$ cat src/sv/rtpm_pkg.sv
// ----------------------------------------------------------------------------
// RTP-MIDI command parser package
// Beat payload types, parse phase encoding, status classification and the
// helper that picks the phase which follows a length field or a command.
// ----------------------------------------------------------------------------
package rtpm_pkg;

	localparam int RTPM_HEADER_BYTES = 12;
	localparam int RTPM_SYSEX_LIMIT  = 128;

	localparam logic [1:0] RK_MSG   = 2'd0;
	localparam logic [1:0] RK_SYSEX = 2'd1;
	localparam logic [1:0] RK_ABORT = 2'd2;

	localparam logic [7:0] FLAG_B      = 8'h80;
	localparam logic [7:0] FLAG_Z      = 8'h20;
	localparam logic [7:0] STAT_SYSEX  = 8'hF0;
	localparam logic [7:0] STAT_EOX    = 8'hF7;
	localparam logic [2:0] DELTA_MAX   = 3'd4;

	// status classes: number of data bytes, sysex start or unknown
	localparam logic [2:0] CLS_NONE  = 3'd0;
	localparam logic [2:0] CLS_ONE   = 3'd1;
	localparam logic [2:0] CLS_TWO   = 3'd2;
	localparam logic [2:0] CLS_SYSEX = 3'd3;
	localparam logic [2:0] CLS_BAD   = 3'd4;

	typedef enum logic [2:0] {
		PH_IDLE,
		PH_HEADER,
		PH_LENLOW,
		PH_DELTA,
		PH_CMD,
		PH_DATA,
		PH_SYSEX,
		PH_SKIP
	} phase_t;

	typedef struct packed {
		logic [7:0] data_byte;
		logic       packet_start;
	} rtpm_in_t;

	typedef struct packed {
		logic [1:0]  result_kind;
		logic [7:0]  msg_type;
		logic [4:0]  channel;
		logic [7:0]  data_one;
		logic [7:0]  data_two;
		logic [7:0]  byte_count;
		logic [31:0] stamp;
		logic [7:0]  sysex_byte;
		logic [7:0]  sysex_index;
		logic        sysex_end;
	} rtpm_out_t;

	function automatic logic [2:0] rtpm_classify(input logic [7:0] s);
		logic [2:0] c;
		c = CLS_BAD;
		if (s[7] == 1'b0) begin
			c = CLS_BAD;
		end else if (s[7:4] != 4'hF) begin
			c = (s[7:4] == 4'hC || s[7:4] == 4'hD) ? CLS_ONE : CLS_TWO;
		end else begin
			case (s[3:0])
				4'h0:                                    c = CLS_SYSEX;
				4'h1, 4'h3:                              c = CLS_ONE;
				4'h2:                                    c = CLS_TWO;
				4'h6, 4'h8, 4'hA, 4'hB, 4'hC, 4'hE, 4'hF: c = CLS_NONE;
				default:                                 c = CLS_BAD;
			endcase
		end
		return c;
	endfunction

	// phase after the length field or after a finished command
	function automatic phase_t rtpm_next_cmd(input logic [11:0] len, input logic cs,
		input logic [7:0] flags);
		phase_t p;
		if (len == 12'd0) begin
			p = PH_IDLE;
		end else if (cs || (flags & FLAG_Z) != 8'd0) begin
			p = PH_DELTA;
		end else begin
			p = PH_CMD;
		end
		return p;
	endfunction

endpackage

$ cat src/sv/rtp_midi_command_parser.sv
// ----------------------------------------------------------------------------
// RTP-MIDI command section parser
// Path: a byte is held in the input register, then the parse logic writes
// its result beat into the result register, which holds it until taken.
// Throughput: one byte per cycle while the result register is empty or being
// taken, set by the single-pass parse step.
// Reset: arst_n clears all parse state to idle and empties both registers.
// ----------------------------------------------------------------------------
//
// Takes packet bytes, one per beat, with packet_start on the first byte.
// Bytes 4 to 7 give the big-endian timestamp; the command-section header at
// byte HEADER_BYTES sets the length (B flag: 12-bit) and whether the first
// command carries a delta time (Z flag). Delta times are skipped, each MIDI
// command gives one result beat, and sysex bytes come out one beat each.
// Unknown status bytes and length overruns drop the packet with an abort beat.
//
// Flow: the input register advances into the parser whenever the result
// register is empty or being taken. A result beat that waits downstream holds
// the parser, and once the input register is full the input stalls too.
module rtp_midi_command_parser
	import rtpm_pkg::*;
#(
	parameter int HEADER_BYTES = RTPM_HEADER_BYTES,
	parameter int SYSEX_LIMIT  = RTPM_SYSEX_LIMIT
)(
	input  logic      clk,
	input  logic      arst_n,
	input  logic      item_valid,
	output logic      item_stall,
	input  rtpm_in_t  item,
	output logic      result_valid,
	input  logic      result_stall,
	output rtpm_out_t result
);

	logic      valid_s1;
	rtpm_in_t  item_s1;
	logic      out_ready;
	logic      advance;
	logic      res_valid;
	rtpm_out_t res;

	// consume the held byte whenever the result side can take its outcome
	assign advance = valid_s1 && out_ready;

	rtpm_in_stage u_in (
		.clk        (clk),
		.arst_n     (arst_n),
		.item_valid (item_valid),
		.item_stall (item_stall),
		.item       (item),
		.advance    (advance),
		.valid_s1   (valid_s1),
		.item_s1    (item_s1)
	);

	rtpm_parser #(
		.HEADER_BYTES (HEADER_BYTES),
		.SYSEX_LIMIT  (SYSEX_LIMIT)
	) u_parse (
		.clk       (clk),
		.arst_n    (arst_n),
		.advance   (advance),
		.item_s1   (item_s1),
		.res_valid (res_valid),
		.res       (res)
	);

	// gate the result so that a held byte is never counted twice
	rtpm_out_stage u_out (
		.clk          (clk),
		.arst_n       (arst_n),
		.res_valid    (res_valid && advance),
		.res          (res),
		.ready        (out_ready),
		.result_valid (result_valid),
		.result_stall (result_stall),
		.result       (result)
	);

	a_stall_only_when_full: assert property (@(posedge clk) disable iff (!arst_n)
		item_stall |-> valid_s1)
		else $error("input stalled with an empty input register");

	a_abort_fields_clear: assert property (@(posedge clk) disable iff (!arst_n)
		result_valid && result.result_kind == RK_ABORT |->
		result.msg_type == 8'd0 && result.channel == 5'd0 && result.byte_count == 8'd0
		&& result.sysex_byte == 8'd0 && result.sysex_end == 1'b0)
		else $error("abort beat carries payload");

	a_sysex_shape: assert property (@(posedge clk) disable iff (!arst_n)
		result_valid && result.result_kind == RK_SYSEX |->
		result.msg_type == STAT_SYSEX && result.channel == 5'd0)
		else $error("sysex beat with wrong type or channel");

	a_msg_count: assert property (@(posedge clk) disable iff (!arst_n)
		result_valid && result.result_kind == RK_MSG |->
		result.byte_count >= 8'd1 && result.byte_count <= 8'd3)
		else $error("message byte count out of range");

endmodule

$ cat src/sv/rtpm_in_stage.sv
// ----------------------------------------------------------------------------
// RTP-MIDI input stage
// Registers one input beat and holds it until the parser consumes it.
// ----------------------------------------------------------------------------
module rtpm_in_stage
	import rtpm_pkg::*;
(
	input  logic     clk,
	input  logic     arst_n,
	input  logic     item_valid,
	output logic     item_stall,
	input  rtpm_in_t item,
	input  logic     advance,
	output logic     valid_s1,
	output rtpm_in_t item_s1
);

	logic load;

	assign item_stall = valid_s1 && !advance;
	assign load       = item_valid && !item_stall;

	always_ff @(posedge clk or negedge arst_n) begin
		if (!arst_n) begin
			valid_s1 <= 1'b0;
		end else if (load) begin
			valid_s1 <= 1'b1;
		end else if (advance) begin
			valid_s1 <= 1'b0;
		end
	end

	always_ff @(posedge clk) begin
		if (load) begin
			item_s1 <= item;
		end
	end

endmodule

$ cat src/sv/rtpm_parser.sv
// ----------------------------------------------------------------------------
// RTP-MIDI parser core
// Holds the parse state and works out the state update and the result of one
// packet byte in a single pass.
// ----------------------------------------------------------------------------
module rtpm_parser
	import rtpm_pkg::*;
#(
	parameter int HEADER_BYTES = RTPM_HEADER_BYTES,
	parameter int SYSEX_LIMIT  = RTPM_SYSEX_LIMIT
)(
	input  logic      clk,
	input  logic      arst_n,
	input  logic      advance,
	input  rtpm_in_t  item_s1,
	output logic      res_valid,
	output rtpm_out_t res
);

	phase_t      phase_q, phase_d, ph_e;
	logic [4:0]  pos_q, pos_d, pos_e;
	logic [7:0]  flags_q, flags_d, flags_e;
	logic [11:0] len_q, len_d, len_e, len_dec;
	logic [2:0]  delta_q, delta_d, delta_inc;
	logic [7:0]  status_q, status_d;
	logic [7:0]  first_q, first_d;
	logic [1:0]  need_q, need_d;
	logic [31:0] ts_q, ts_d;
	logic        cs_q, cs_d, cs_e;
	logic [7:0]  sxc_q, sxc_d;

	logic [7:0]  b;
	logic [2:0]  cls;
	logic [2:0]  cls_held;
	logic        do_sysex, do_after;
	logic [7:0]  sx_idx;
	logic [8:0]  sx_cnt;
	logic        at_f7, at_limit;

	assign b = item_s1.data_byte;

	always_comb begin
		ph_e    = phase_q;
		pos_e   = pos_q;
		cs_e    = cs_q;
		len_e   = len_q;
		flags_e = flags_q;
		if (item_s1.packet_start) begin
			ph_e    = PH_HEADER;
			pos_e   = '0;
			cs_e    = 1'b0;
			len_e   = '0;
			flags_e = '0;
		end

		len_dec   = len_e - 12'd1;
		delta_inc = delta_q + 3'd1;
		cls       = rtpm_classify(b);
		cls_held  = rtpm_classify(status_q);

		phase_d  = ph_e;
		pos_d    = pos_e;
		cs_d     = cs_e;
		len_d    = len_e;
		flags_d  = flags_e;
		delta_d  = delta_q;
		status_d = status_q;
		first_d  = first_q;
		need_d   = need_q;
		ts_d     = ts_q;
		sxc_d    = sxc_q;

		res_valid = 1'b0;
		res       = '0;
		res.stamp = ts_q;
		do_sysex  = 1'b0;
		do_after  = 1'b0;
		sx_idx    = sxc_q;

		case (ph_e)
			PH_HEADER: begin
				if (pos_e == 5'(HEADER_BYTES)) begin
					flags_d = b;
					len_d   = {8'd0, b[3:0]};
					if ((b & FLAG_B) != 8'd0) begin
						phase_d = PH_LENLOW;
					end else begin
						phase_d = rtpm_next_cmd({8'd0, b[3:0]}, cs_e, b);
						delta_d = '0;
					end
				end else begin
					if (pos_e >= 5'd4 && pos_e <= 5'd7) begin
						ts_d = {ts_q[23:0], b};
					end
					pos_d = pos_e + 5'd1;
				end
			end
			PH_LENLOW: begin
				len_d   = {len_e[3:0], b};
				phase_d = rtpm_next_cmd({len_e[3:0], b}, cs_e, flags_e);
				delta_d = '0;
			end
			PH_DELTA: begin
				len_d   = len_dec;
				delta_d = delta_inc;
				if (!b[7] || delta_inc >= DELTA_MAX) begin
					phase_d = (len_dec == 12'd0) ? PH_IDLE : PH_CMD;
				end else if (len_dec == 12'd0) begin
					phase_d         = PH_IDLE;
					res_valid       = 1'b1;
					res.result_kind = RK_ABORT;
				end
			end
			PH_CMD: begin
				len_d    = len_dec;
				status_d = b;
				case (cls)
					CLS_BAD: begin
						phase_d         = PH_IDLE;
						res_valid       = 1'b1;
						res.result_kind = RK_ABORT;
					end
					CLS_SYSEX: begin
						sx_idx   = '0;
						do_sysex = 1'b1;
					end
					CLS_NONE: begin
						res_valid       = 1'b1;
						res.result_kind = RK_MSG;
						res.msg_type    = b;
						res.byte_count  = 8'd1;
						do_after        = 1'b1;
					end
					default: begin
						if ({9'd0, cls} > len_dec) begin
							phase_d         = PH_IDLE;
							res_valid       = 1'b1;
							res.result_kind = RK_ABORT;
						end else begin
							need_d  = cls[1:0];
							phase_d = PH_DATA;
						end
					end
				endcase
			end
			PH_DATA: begin
				len_d = len_dec;
				if (need_q >= 2'd2) begin
					first_d = b;
					need_d  = 2'd1;
				end else begin
					need_d          = 2'd0;
					res_valid       = 1'b1;
					res.result_kind = RK_MSG;
					res.msg_type    = (status_q[7:4] != 4'hF) ? {status_q[7:4], 4'h0} : status_q;
					res.channel     = (status_q[7:4] != 4'hF) ? ({1'b0, status_q[3:0]} + 5'd1)
					                                          : 5'd0;
					if (cls_held == CLS_TWO) begin
						res.data_one   = first_q;
						res.data_two   = b;
						res.byte_count = 8'd3;
					end else begin
						res.data_one   = b;
						res.byte_count = 8'd2;
					end
					do_after = 1'b1;
				end
			end
			PH_SYSEX: begin
				len_d    = len_dec;
				do_sysex = 1'b1;
			end
			PH_SKIP: begin
				len_d    = len_dec;
				do_after = 1'b1;
			end
			default: begin
				phase_d = ph_e;
			end
		endcase

		// one sysex byte: emit it, or drop the packet on a length overrun
		at_f7    = (b == STAT_EOX);
		at_limit = ({1'b0, sx_idx} + 9'd1) >= 9'(SYSEX_LIMIT);
		sx_cnt   = {1'b0, sx_idx} + 9'd1;
		if (!at_f7 && at_limit) begin
			sx_cnt = sx_cnt + 9'd1;
		end
		if (do_sysex) begin
			res_valid = 1'b1;
			if (!at_f7 && len_dec == 12'd0) begin
				phase_d         = PH_IDLE;
				res.result_kind = RK_ABORT;
			end else begin
				res.result_kind = RK_SYSEX;
				res.msg_type    = STAT_SYSEX;
				res.data_one    = sx_cnt[7:0];
				res.data_two    = {7'd0, sx_cnt[8]};
				res.byte_count  = sx_cnt[7:0];
				res.sysex_byte  = b;
				res.sysex_index = sx_idx;
				res.sysex_end   = at_f7 || at_limit;
				if (at_f7) begin
					do_after = 1'b1;
				end else if (at_limit) begin
					phase_d = PH_SKIP;
				end else begin
					sxc_d   = sx_idx + 8'd1;
					phase_d = PH_SYSEX;
				end
			end
		end

		if (do_after) begin
			cs_d    = 1'b1;
			phase_d = rtpm_next_cmd(len_d, 1'b1, flags_d);
			delta_d = '0;
		end
	end

	always_ff @(posedge clk or negedge arst_n) begin
		if (!arst_n) begin
			phase_q  <= PH_IDLE;
			pos_q    <= '0;
			flags_q  <= '0;
			len_q    <= '0;
			delta_q  <= '0;
			status_q <= '0;
			first_q  <= '0;
			need_q   <= '0;
			ts_q     <= '0;
			cs_q     <= 1'b0;
			sxc_q    <= '0;
		end else if (advance) begin
			phase_q  <= phase_d;
			pos_q    <= pos_d;
			flags_q  <= flags_d;
			len_q    <= len_d;
			delta_q  <= delta_d;
			status_q <= status_d;
			first_q  <= first_d;
			need_q   <= need_d;
			ts_q     <= ts_d;
			cs_q     <= cs_d;
			sxc_q    <= sxc_d;
		end
	end

	a_data_needs_bytes: assert property (@(posedge clk) disable iff (!arst_n)
		phase_q == PH_DATA |-> need_q != 2'd0)
		else $error("data phase with no data bytes outstanding");

	a_delta_bounded: assert property (@(posedge clk) disable iff (!arst_n)
		phase_q == PH_DELTA |-> delta_q < DELTA_MAX)
		else $error("delta time longer than four bytes");

	a_sysex_below_limit: assert property (@(posedge clk) disable iff (!arst_n)
		phase_q == PH_SYSEX |-> {1'b0, sxc_q} < 9'(SYSEX_LIMIT))
		else $error("sysex run past its limit");

endmodule

$ cat src/sv/rtpm_out_stage.sv
// ----------------------------------------------------------------------------
// RTP-MIDI result register
// Holds one result beat until the downstream side takes it.
// ----------------------------------------------------------------------------
module rtpm_out_stage
	import rtpm_pkg::*;
(
	input  logic      clk,
	input  logic      arst_n,
	input  logic      res_valid,
	input  rtpm_out_t res,
	output logic      ready,
	output logic      result_valid,
	input  logic      result_stall,
	output rtpm_out_t result
);

	logic      valid_q;
	rtpm_out_t result_q;

	assign ready        = !valid_q || !result_stall;
	assign result_valid = valid_q;
	assign result       = result_q;

	always_ff @(posedge clk or negedge arst_n) begin
		if (!arst_n) begin
			valid_q <= 1'b0;
		end else if (ready) begin
			valid_q <= res_valid;
		end
	end

	always_ff @(posedge clk) begin
		if (ready && res_valid) begin
			result_q <= res;
		end
	end

endmodule

$ cat config.mk
export PLATFORM = sky130hd
export DESIGN_NAME = rtp_midi_command_parser
export DESIGN_NICKNAME = d
export VERILOG_FILES = /design/src/sv/rtpm_pkg.sv /design/src/sv/rtp_midi_command_parser.sv /design/src/sv/rtpm_in_stage.sv /design/src/sv/rtpm_parser.sv /design/src/sv/rtpm_out_stage.sv
export SDC_FILE = /design/constraint.sdc
export NUM_CORES = 1
export LEC_CHECK = 0
export ABC_AREA = 1
export BUFFER_PORTS_ARGS = -buffer_cell sky130_fd_sc_hd__buf_2
export CAP_MARGIN = 20
export CORE_ASPECT_RATIO = 0.9
export CORE_UTILIZATION = 25
export CTS_CLUSTER_DIAMETER = 30
export CTS_CLUSTER_SIZE = 25
export DETAILED_ROUTE_END_ITERATION = 10
export GPL_ROUTABILITY_DRIVEN = 0
export HOLD_SLACK_MARGIN = 0.06
export PLACE_DENSITY = 0.42
export SYNTH_ARGS = -nofsm -noshare
export SYNTH_HDL_FRONTEND = slang
export SYNTH_SLANG_ARGS = --single-unit
$ cat constraint.sdc
create_clock -name clk -period 5.5 [get_ports clk]
set_input_delay 0.55 -clock clk [delete_from_list [all_inputs] [get_ports clk]]
set_output_delay 0.55 -clock clk [all_outputs]
set_load 0.02 [all_outputs]
==> results.yml, run 1 <==
timing:
  skew_ns: 0.0162
  fin_crit_ns: 4.11
  rsz0062_at_grt: "no"
  finalSetupTns_ns: 0
  drv_slew: 0
  fmax_mhz: 243
  worstMarginPinSlew_ns: 0.803
  slew_headroom_pct: 46.5
  final_hold_viol_count: 0
  setup_viol: 0
  whs_ns: 0.287
  period_share_pct: 74.7
clock_tree:
  clock_latency_ns: 0.45
  tritoncts: "built"
  post_cts_resized: 0
  cts_buffers: 17
  cts_sinks: 184
  clockRootBuffer: "clkbuf_16"
  htreeDepth: 4
  clk_path_buf_depth: 2
  clkTransAtPathRegs_ns: 0.07
synth:
  yosysWarnings: 0
  synthFlopType: "edfxtp_1"
  synth_cell_type_count: 51
  seq_area_frac_synth_pct: 58.0
  ys_ff_latch: 184
  async_reset_ff_share_pct: 45.7
  postSynthCellCount: 896
  synth_nets: 922
  synth_edf_count: 97
  synth.avg_cell_area_um2: 9.77
  syn_area_mm2: 0.00875
setup_path:
  crit_required_ns: 5.62
  crit_type: "reg2reg"
  setup.worst_path.start: "u_in.item_s1[0]"
  end_kind: "register"
  start_kind: "register"
  critPathMaxFanout: 48
  cp.arrival_ns: 4.23
  rr_startpoint: "u_in.item_s1[0]"
run_status:
  outcome: "finished, final reports clean"
global_routing:
  grt_pass1_wl_um: 36300
  grt_pass1_vias: 6296
  antenna_found_initial: 0
  grt_max_degree: 57
  grt_overflow_total: 0
  grt_usage_pct: 13.2
final_layout:
  n_antenna_cell: 0
  nFillCells: 3636
  area_growth_pct: 19.0
  fin_nets: 1027
  final_core_util_pct: 30.5
  drive_gt1_share_pct: 22.2
  final_cells: 1476
worst_hold_path:
  hold_class: "in2reg"
  min-delay-start: "item[0]"
pwr:
  ir_drop_v: 0.000198
  cellLeakagePower_nw: 4.78
  intPower_w: 0.00290
  p_sw_share_pct: 36.7
  p_clk_share_pct: 28.7
  p_comb_share_pct: 28.3
  p_switching_w: 0.00168
  seqPwrFrac_pct: 43.0
  power_w: 0.00457
  p_per_area_mw_per_mm2: 439
route:
  vias_per_cell: 4.35
  num_vias: 6414
  met3WireLength_um: 707
  wl_met2_um: 11000
  drc_errors: 0
  wirelength_um: 22700
  wl_met1_um: 10900
  post_drt_wl_per_cell_um: 15.4
  ant_nets: 0
  drt_iter0_drc: 441
  dr.max_layer_used: "met4"
  drt-pass1-iter-count: 7
die:
  die_x_um: 199
  rows: 64
  num_io_pins: 103
  die-height_um: 180
  initial_core_util_pct: 25.6
  core_area_mm2: 0.0342
  die-area_mm2: 0.0358
place:
  dp.cells: 1443
  port_buffers: 102
  dp_hpwl_um: 16300
run:
  maxCapViolCount: 0
## final cells by class
type                    instances  area, µm²  area share, %
inverters                     106        402           3.86
multi-input cells             582       3140           30.1
repair buffers                110        588           5.64
flip-flops and latches        184       5070           48.7
clock buffers                  18        429           4.12
well taps                     462        578           5.55
clock inverters                14        205           1.97
## registers in the layout, summed over array words and instances (netlist names), named ones only
name	cells
u_parse.need_q	1
u_out.result	88
u_parse.phase_q	3
u_parse.pos_q	5
u_parse.delta_q	3
u_parse.cs_q	1
u_parse.flags_q	1
u_parse.len_q	12
u_parse.status_q	8
u_in.item_s1	9
u_in.valid_s1	1
u_out.result_valid	1
u_parse.ts_q	32
u_parse.first_q	8
u_parse.sxc_q	8
## path summary, 6_finish.rpt
kind	end	slack [ns]	cells past startpoint
worst max-delay path	u_out.result[76]	1.39	15
worst min-delay path	u_in.item_s1[0]	0.29	1
worst max register to register	u_out.result[76]	1.39	15
worst min register to register	u_out.result[42]	0.44	0
max in group asynchronous	u_parse.status_q[7]	3.78	3
min in group asynchronous	u_parse.ts_q[29]	0.57	2
## cell usage after synthesis (all sizes together), types with 2 or more instances
master  count  share of area (%)
edfxtp     97                 33
xnor2       4               0.49
a31oi       2               0.14
o211ai     16                1.4
dfxtp       3               0.69
clkbuf     13               0.56
nor3        9               0.69
dfrtp      84                 24
and2        2               0.14
o21ai      68                4.2
nand4      17                1.2
a211oi      2               0.17
o21a        2               0.17
a21oi      11               0.63
or2         2               0.14
nand3      50                3.3
inv       104                4.5
buf        11                1.1
nand2     224                 10
nand3b      2               0.17
xor2        4               0.49
nor2      107                5.2
nor3b       2               0.23
clkinv      2              0.086
nor4        3               0.21
o22ai       6               0.43
mux2       24                3.1
a22oi       5               0.43
ha         13                1.9
## routing by layer
metal  global-route usage [%]  vias to the layer above
met5                        0                        -
met2                     21.3                      109
li1                         -                     3215
met1                     18.2                     3078
met3                     2.31                       12
met4                     3.29                        0
## repair_timing
| action | 4_1_cts | 5_1_grt |
|---|---|---|
| buffers inserted | 0 | 0 |
| hold buffers | 1 | 0 |
| hold endpoints to repair | 21 | 0 |
## through the flow
stage	setup slack [ns]	instance area, µm²
3_5_place_dp	1.34	9770
3_3_place_gp	1.47	9770
5_1_grt	1.06	10400
2_1_floorplan	1.10	8750
6_report	1.39	10400
4_1_cts	1.33	10400
## critical path, cell delays in order, from the launching register on
cell      delay, ns
edfxtp_1       0.55
inv_4          0.30
nand2_1        0.24
ha_1           0.37
ha_1           0.30
inv_1          0.04
nor2_1         0.08
o21ai_0        0.08
a221oi_1       0.35
nand3_1        0.19
nand2_1        0.09
nand4_1        0.07
nand3_1        0.09
nand2_1        0.09
clkinv_2       0.58
buf_12         0.32
## kinds of logic after synthesis
kind of cell    count (synthesis)  synth area share [%]
compound gates                118                  8.12
xor+xnor                        8                 0.972
fa+ha+maj                      13                  1.86
buf+inv                       130                  6.23
flops                         184                  58.0
mux                            24                  3.09
simple gates                  419                  21.8
## placed cells by master, fill, tap and decap left out, types with 7 or more instances in the layout
master / count
a21oi_1: 11
buf_2: 101
buf_4: 7
clkbuf_16: 17
dfrtp_1: 84
edfxtp_1: 97
ha_1: 13
inv_1: 96
mux2_2: 24
nand2_1: 201
nand2_2: 20
nand3_1: 46
nand4_1: 17
nor2_1: 96
o211ai_1: 16
o21ai_0: 57
o21ai_2: 7
## power by group through the flow
stage	combinational [W]	sequential (W)	clock, W
CTS	0.00130	0.00197	0.00136
global placement	0.00130	0.00200	0
detailed placement	0.00130	0.00199	0
finish	0.00129	0.00197	0.00131
global route	0.00147	0.00200	0.00140
floorplan	0.000908	0.00199	0
(Power assumes the default switching activity.)
==> inputs of run 2 (changes only) <==
Settings changed: ABC_AREA 1 to 0.
Clock period 5.5 ns to 4.2 ns, I/O delays scaled along.
==> results.yml, run 2 <==
route:
  num_vias: 6410
  wirelength_um: 24900
  vias_per_cell: 4.79
  ant_nets: 0
  post_drt_wl_per_cell_um: 18.6
  drt_iter0_drc: 474
  drt-pass1-iter-count: 5
  drc_errors: 0
final_layout:
  final_core_util_pct: 30.8
  area_growth_pct: 20.5
  largest-register: "u_out.result"
  fin_nets: 889
  top_regs: "u_out.result: 88 flops, u_parse.ts_q: 32 flops, u_parse.len_q: 12 flops"
  ff_latch_area_mm2: 0.00507
  final_cell_mix: "buf_2 (101), edfxtp_1 (97), dfrtp_1 (84)"
  largest_register_ff_count: 88
  n_antenna_cell: 0
  drive_gt1_share_pct: 24.8
  layout_commonest_cell: "buf_2"
  nFillCells: 3534
  multi_input_area_mm2: 0.00337
die:
  die_x_um: 199
  die-area_mm2: 0.0356
  num_io_pins: 103
  die-height_um: 179
  rows: 64
  initial_core_util_pct: 25.5
  core_area_mm2: 0.0341
synth:
  yosys.area.top_type: "edfxtp_1"
  postSynthCellCount: 764
  yosysWarnings: 0
  synth_top_area_share_pct: 33.5
  syn_area_mm2: 0.00871
  async_reset_ff_share_pct: 45.7
  netlist_top_cells_area: "edfxtp_1 (33%), dfrtp_1 (24%), mux2_2 (5.2%), nand2_1 (3.1%), nor2_1 (2.9%)"
  synth_edf_count: 97
  synthFlopType: "edfxtp_1"
  synth_common_cells: "edfxtp_1 (97), dfrtp_1 (84), nand2_1 (72)"
  synth.most_common_cell: "edfxtp_1"
  seq_area_frac_synth_pct: 58.3
  synth_cell_type_count: 75
  synth.avg_cell_area_um2: 11.4
  ys_ff_latch: 184
  synth_nets: 790
global_routing:
  grt_max_degree: 62
  grt_overflow_total: 0
  grt_usage_pct: 14.5
  antenna_found_initial: 1
  grt_pass1_vias: 6296
  grt_pass1_wl_um: 38600
clock_tree:
  htreeDepth: 4
  clk_path_buf_depth: 2
  post_cts_resized: 0
  clock_latency_ns: 0.45
  postCtsSetupBuffers: 0
  clkTransAtPathRegs_ns: 0.08
  ctsHoldBuffers: 0
  cts_buffers: 17
  cts_sinks: 184
  tritoncts: "built"
  clockRootBuffer: "clkbuf_16"
pwr:
  ir_drop_v: 0.000321
  p_per_area_mw_per_mm2: 549
  power_w: 0.00576
  cellLeakagePower_nw: 4.35
timing:
  setup_viol: 0
  drv_slew: 0
  fmax_mhz: 264
  slew_headroom_pct: 38.6
  period_share_pct: 90.3
  rsz0062_at_grt: "no"
  fin_crit_ns: 3.79
  final_hold_viol_count: 0
  worstMarginPinSlew_ns: 0.913
  skew_ns: 0.0125
  finalSetupTns_ns: 0
setup_path:
  reg2reg_to: "u_out.result[72]"
  rr_worst_depth: 11
  crit_family: "simple AND/OR/NAND/NOR gates"
  crit_type: "reg2reg"
  critical_path.max_stage_delay_ns: 0.62
  regToRegSetupSlack_ns: 0.41
  worst_path_max_delay_cell: "or4b_1"
  end_kind: "register"
  start_kind: "register"
  cp.arrival_ns: 3.96
  rr_startpoint: "u_in.item_s1[0]"
  critPathMaxFanout: 7
  path_cells: "or4b_1 > o31ai_1 > inv_1 > ha_1 > nand4_1 > nor3b_1 > a2111o_1 > nor2_1 > nand4b_1 > nor4_1 > o22ai_1"
  crit_required_ns: 4.37
  setup.worst_path.start: "u_in.item_s1[0]"
  crit_buf_inv: 1
place:
  dp_hpwl_um: 17400
  port_buffers: 102
run:
  maxCapViolCount: 0
run_status:
  outcome: "finished, final reports clean"
worst_hold_path:
  hold_class: "in2async"
-- run 2: cell types whose count changed after synthesis, sizes merged, moves of 11 or more --
cell / delta
nand2: -152
inv: -82
nor2: -40
nand3: -33
clkbuf: +25
and3: +21
o21ai: -19
mux2: +16
nand4: -11
nor4: +11
o211ai: -11
-- run 2: worst max-delay path by stage --
stage,endpoint,slack [ns],cells after the start
3_3_place_gp,u_out.result[72],0.51,12
2_1_floorplan,u_out.result[0],0.07,12
4_1_cts,u_out.result[72],0.43,11
5_1_grt,u_out.result[72],0.15,12
3_5_place_dp,u_out.result[72],0.46,11
6_report,u_out.result[72],0.41,11
-- run 2: per-stage QoR --
stage / hold WS [ns] / cell area, µm² / setup slack (ns) / instances
after detailed placement: 0.432 / 9850 / 0.458 / 1306
after global placement: 0.422 / 9850 / 0.513 / 1306
after global routing: 0.137 / 10500 / 0.146 / 1338
after CTS: 0.123 / 10500 / 0.430 / 1338
after floorplan: 0.124 / 8720 / 0.0702 / 764
final: 0.0892 / 10500 / 0.408 / 1338
-- run 2: final cells by class --
class / instances / area share, %
inverter: 22 / 0.787
clock buffer: 18 / 4.18
multi-input combinational: 509 / 32.1
tap: 462 / 5.51
clock inverter: 14 / 1.98
timing repair buffer: 129 / 7.06
sequential: 184 / 48.3
-- run 2: logic make-up (layout without fill, tap and decap cells) --
logic type,count (synthesis),count (layout),synth area share [%]
compound gates,169,169,13.5
xor+xnor,16,16,1.61
fa+ha+maj,13,13,1.87
buf+inv,71,183,3.29
flops,184,184,58.3
mux,49,49,6.21
simple gates,262,262,15.2
-- run 2: routing by layer --
layer	global-route usage (%)	vias up	wire length (µm)	share of wire, %
met4	3.81	2	301	1.2
li1	-	3031	-	-
met1	20.7	3196	12100	48
met2	22.1	160	11300	45
met5	0	-	13	0.052
met3	2.95	21	1220	4.9
-- run 2: report_power, final --
| part | internal, W | switching [W] |
|---|---|---|
| Sequential | 0.00221 | 0.000300 |
| Combinational | 0.000549 | 0.000932 |
| Clock | 0.000983 | 0.000787 |
| Total | 0.00374 | 0.00202 |
==> inputs of run 3 (changes only) <==
Settings changed: ABC_AREA 0 to 1.
==> results.yml, run 3 (synthesized netlist as in run 1, its figures left out) <==
route:
  wirelength_um: 22800
  ant_nets: 0
  drt_iter0_drc: 469
  vias_per_cell: 4.33
  drt-pass1-iter-count: 5
  num_vias: 6410
  post_drt_wl_per_cell_um: 15.4
  drc_errors: 0
final_layout:
  multi_input_area_mm2: 0.00314
  layout_commonest_cell: "nand2_1"
  fin_nets: 1031
  area_growth_pct: 19.7
  largest_register_ff_count: 88
  drive_gt1_share_pct: 22.7
  final_cell_mix: "nand2_1 (201), buf_2 (101), edfxtp_1 (97)"
  ff_latch_area_mm2: 0.00507
  nFillCells: 3563
  final_core_util_pct: 30.6
  n_antenna_cell: 0
  largest-register: "u_out.result"
  top_regs: "u_out.result: 88 flops, u_parse.ts_q: 32 flops, u_parse.len_q: 12 flops"
  final_cells: 1480
place:
  dp_hpwl_um: 16400
  port_buffers: 102
  dp.cells: 1448
die:
  initial_core_util_pct: 25.6
  rows: 64
  die_x_um: 199
  num_io_pins: 103
  die-area_mm2: 0.0358
  die-height_um: 180
  core_area_mm2: 0.0342
clock_tree:
  clkTransAtPathRegs_ns: 0.08
  cts_sinks: 184
  tritoncts: "built"
  clockRootBuffer: "clkbuf_16"
  ctsHoldBuffers: 0
  clock_latency_ns: 0.44
  post_cts_resized: 0
  htreeDepth: 4
  cts_buffers: 17
  clk_path_buf_depth: 2
  postCtsSetupBuffers: 0
setup_path:
  crit_type: "reg2reg"
  reg2reg_to: "u_out.result[17]"
  rr_startpoint: "u_in.item_s1[0]"
  cp.arrival_ns: 3.69
  start_kind: "register"
  critPathMaxFanout: 43
  crit_required_ns: 4.31
  end_kind: "register"
  rr_worst_depth: 15
  regToRegSetupSlack_ns: 0.62
timing:
  fin_crit_ns: 3.58
  setup_viol: 0
  finalSetupTns_ns: 0
  final_hold_viol_count: 0
  drv_slew: 0
  skew_ns: 0.0180
  fmax_mhz: 279
  rsz0062_at_grt: "no"
  period_share_pct: 85.2
  worstMarginPinSlew_ns: 0.930
  whs_ns: 0.0708
  slew_headroom_pct: 38.0
global_routing:
  grt_overflow_total: 0
  grt_usage_pct: 13.1
  antenna_found_initial: 0
  grt_pass1_wl_um: 36000
  grt_pass1_vias: 6258
  grt_max_degree: 58
pwr:
  ir_drop_v: 0.000226
  power_w: 0.00602
  p_per_area_mw_per_mm2: 575
  cellLeakagePower_nw: 4.80
worst_hold_path:
  hold_class: "in2async"
run_status:
  outcome: "finished, final reports clean"
run:
  maxCapViolCount: 0
## run 3: cell types whose count changed in the layout (fill, tap and decap cells not counted), sizes merged, moves of 10 or more
| cell | change |
|---|---|
| nor2 | +40 |
| nand3 | +33 |
| nand2 | +152 |
| buf | -15 |
| a21o | -10 |
| nor4 | -11 |
| and3 | -21 |
| mux2 | -16 |
| nand4 | +11 |
| o211ai | +11 |
| inv | +82 |
| o21ai | +19 |
## run 3: layout make-up
cell class / instances / area share, %
Clock buffer: 17 / 4.06
Clock inverter: 15 / 2.14
Inverter: 106 / 3.86
Multi-Input combinational cell: 582 / 30.0
Sequential cell: 184 / 48.4
Tap cell: 462 / 5.52
Timing Repair Buffer: 114 / 6.00
## run 3: critical path: stages, from the launching register on
cell and delay [ns]:
edfxtp_1 0.43, inv_4 0.26, nand2_1 0.25, ha_1 0.38, ha_1 0.30, inv_1 0.04
nor2_1 0.07, o21ai_0 0.08, a221oi_1 0.37, nand3_1 0.18, nand2_1 0.09, nand4_1 0.08
nand3_1 0.09, nand2_1 0.10, clkinvlp_4 0.25, buf_12 0.28
## run 3: per-stage QoR
stage                     worst slack [ns]  cell area, µm²
final                                0.620           10500
after global routing                 0.389           10500
after CTS                            0.599           10500
after detailed placement             0.625            9830
after global placement               0.688            9830
after floorplan                      0.450            8760
## run 3: how the worst max path moves through the flow
stage               slack (ns)               end       startpoint
floorplan                 0.45   u_out.result[0]  u_in.item_s1[0]
global placement          0.69  u_out.result[48]  u_in.item_s1[0]
detailed placement        0.62  u_out.result[24]  u_in.item_s1[0]
CTS                       0.60  u_out.result[17]  u_in.item_s1[0]
global route              0.39  u_out.result[17]  u_in.item_s1[0]
finish                    0.62  u_out.result[17]  u_in.item_s1[0]
## run 3: routing by layer
layer  up-vias  part of all wire, %  wire [µm]  GRT usage, %
met2       133                   46      10500          20.1
met4         0                 0.95        216          3.14
li1       3212                    -          -             -
met5         -                    0          0             0
met3        12                  3.8        862          2.53
met1      3053                   49      11300          18.9
## run 3: power breakdown
group	leakage, nW	total [W]	internal [W]	switching (W)
sequential	2.07	0.00257	0.00232	0.000249
combinational	2.42	0.00170	0.000560	0.00114
clock	0.314	0.00175	0.000929	0.000825
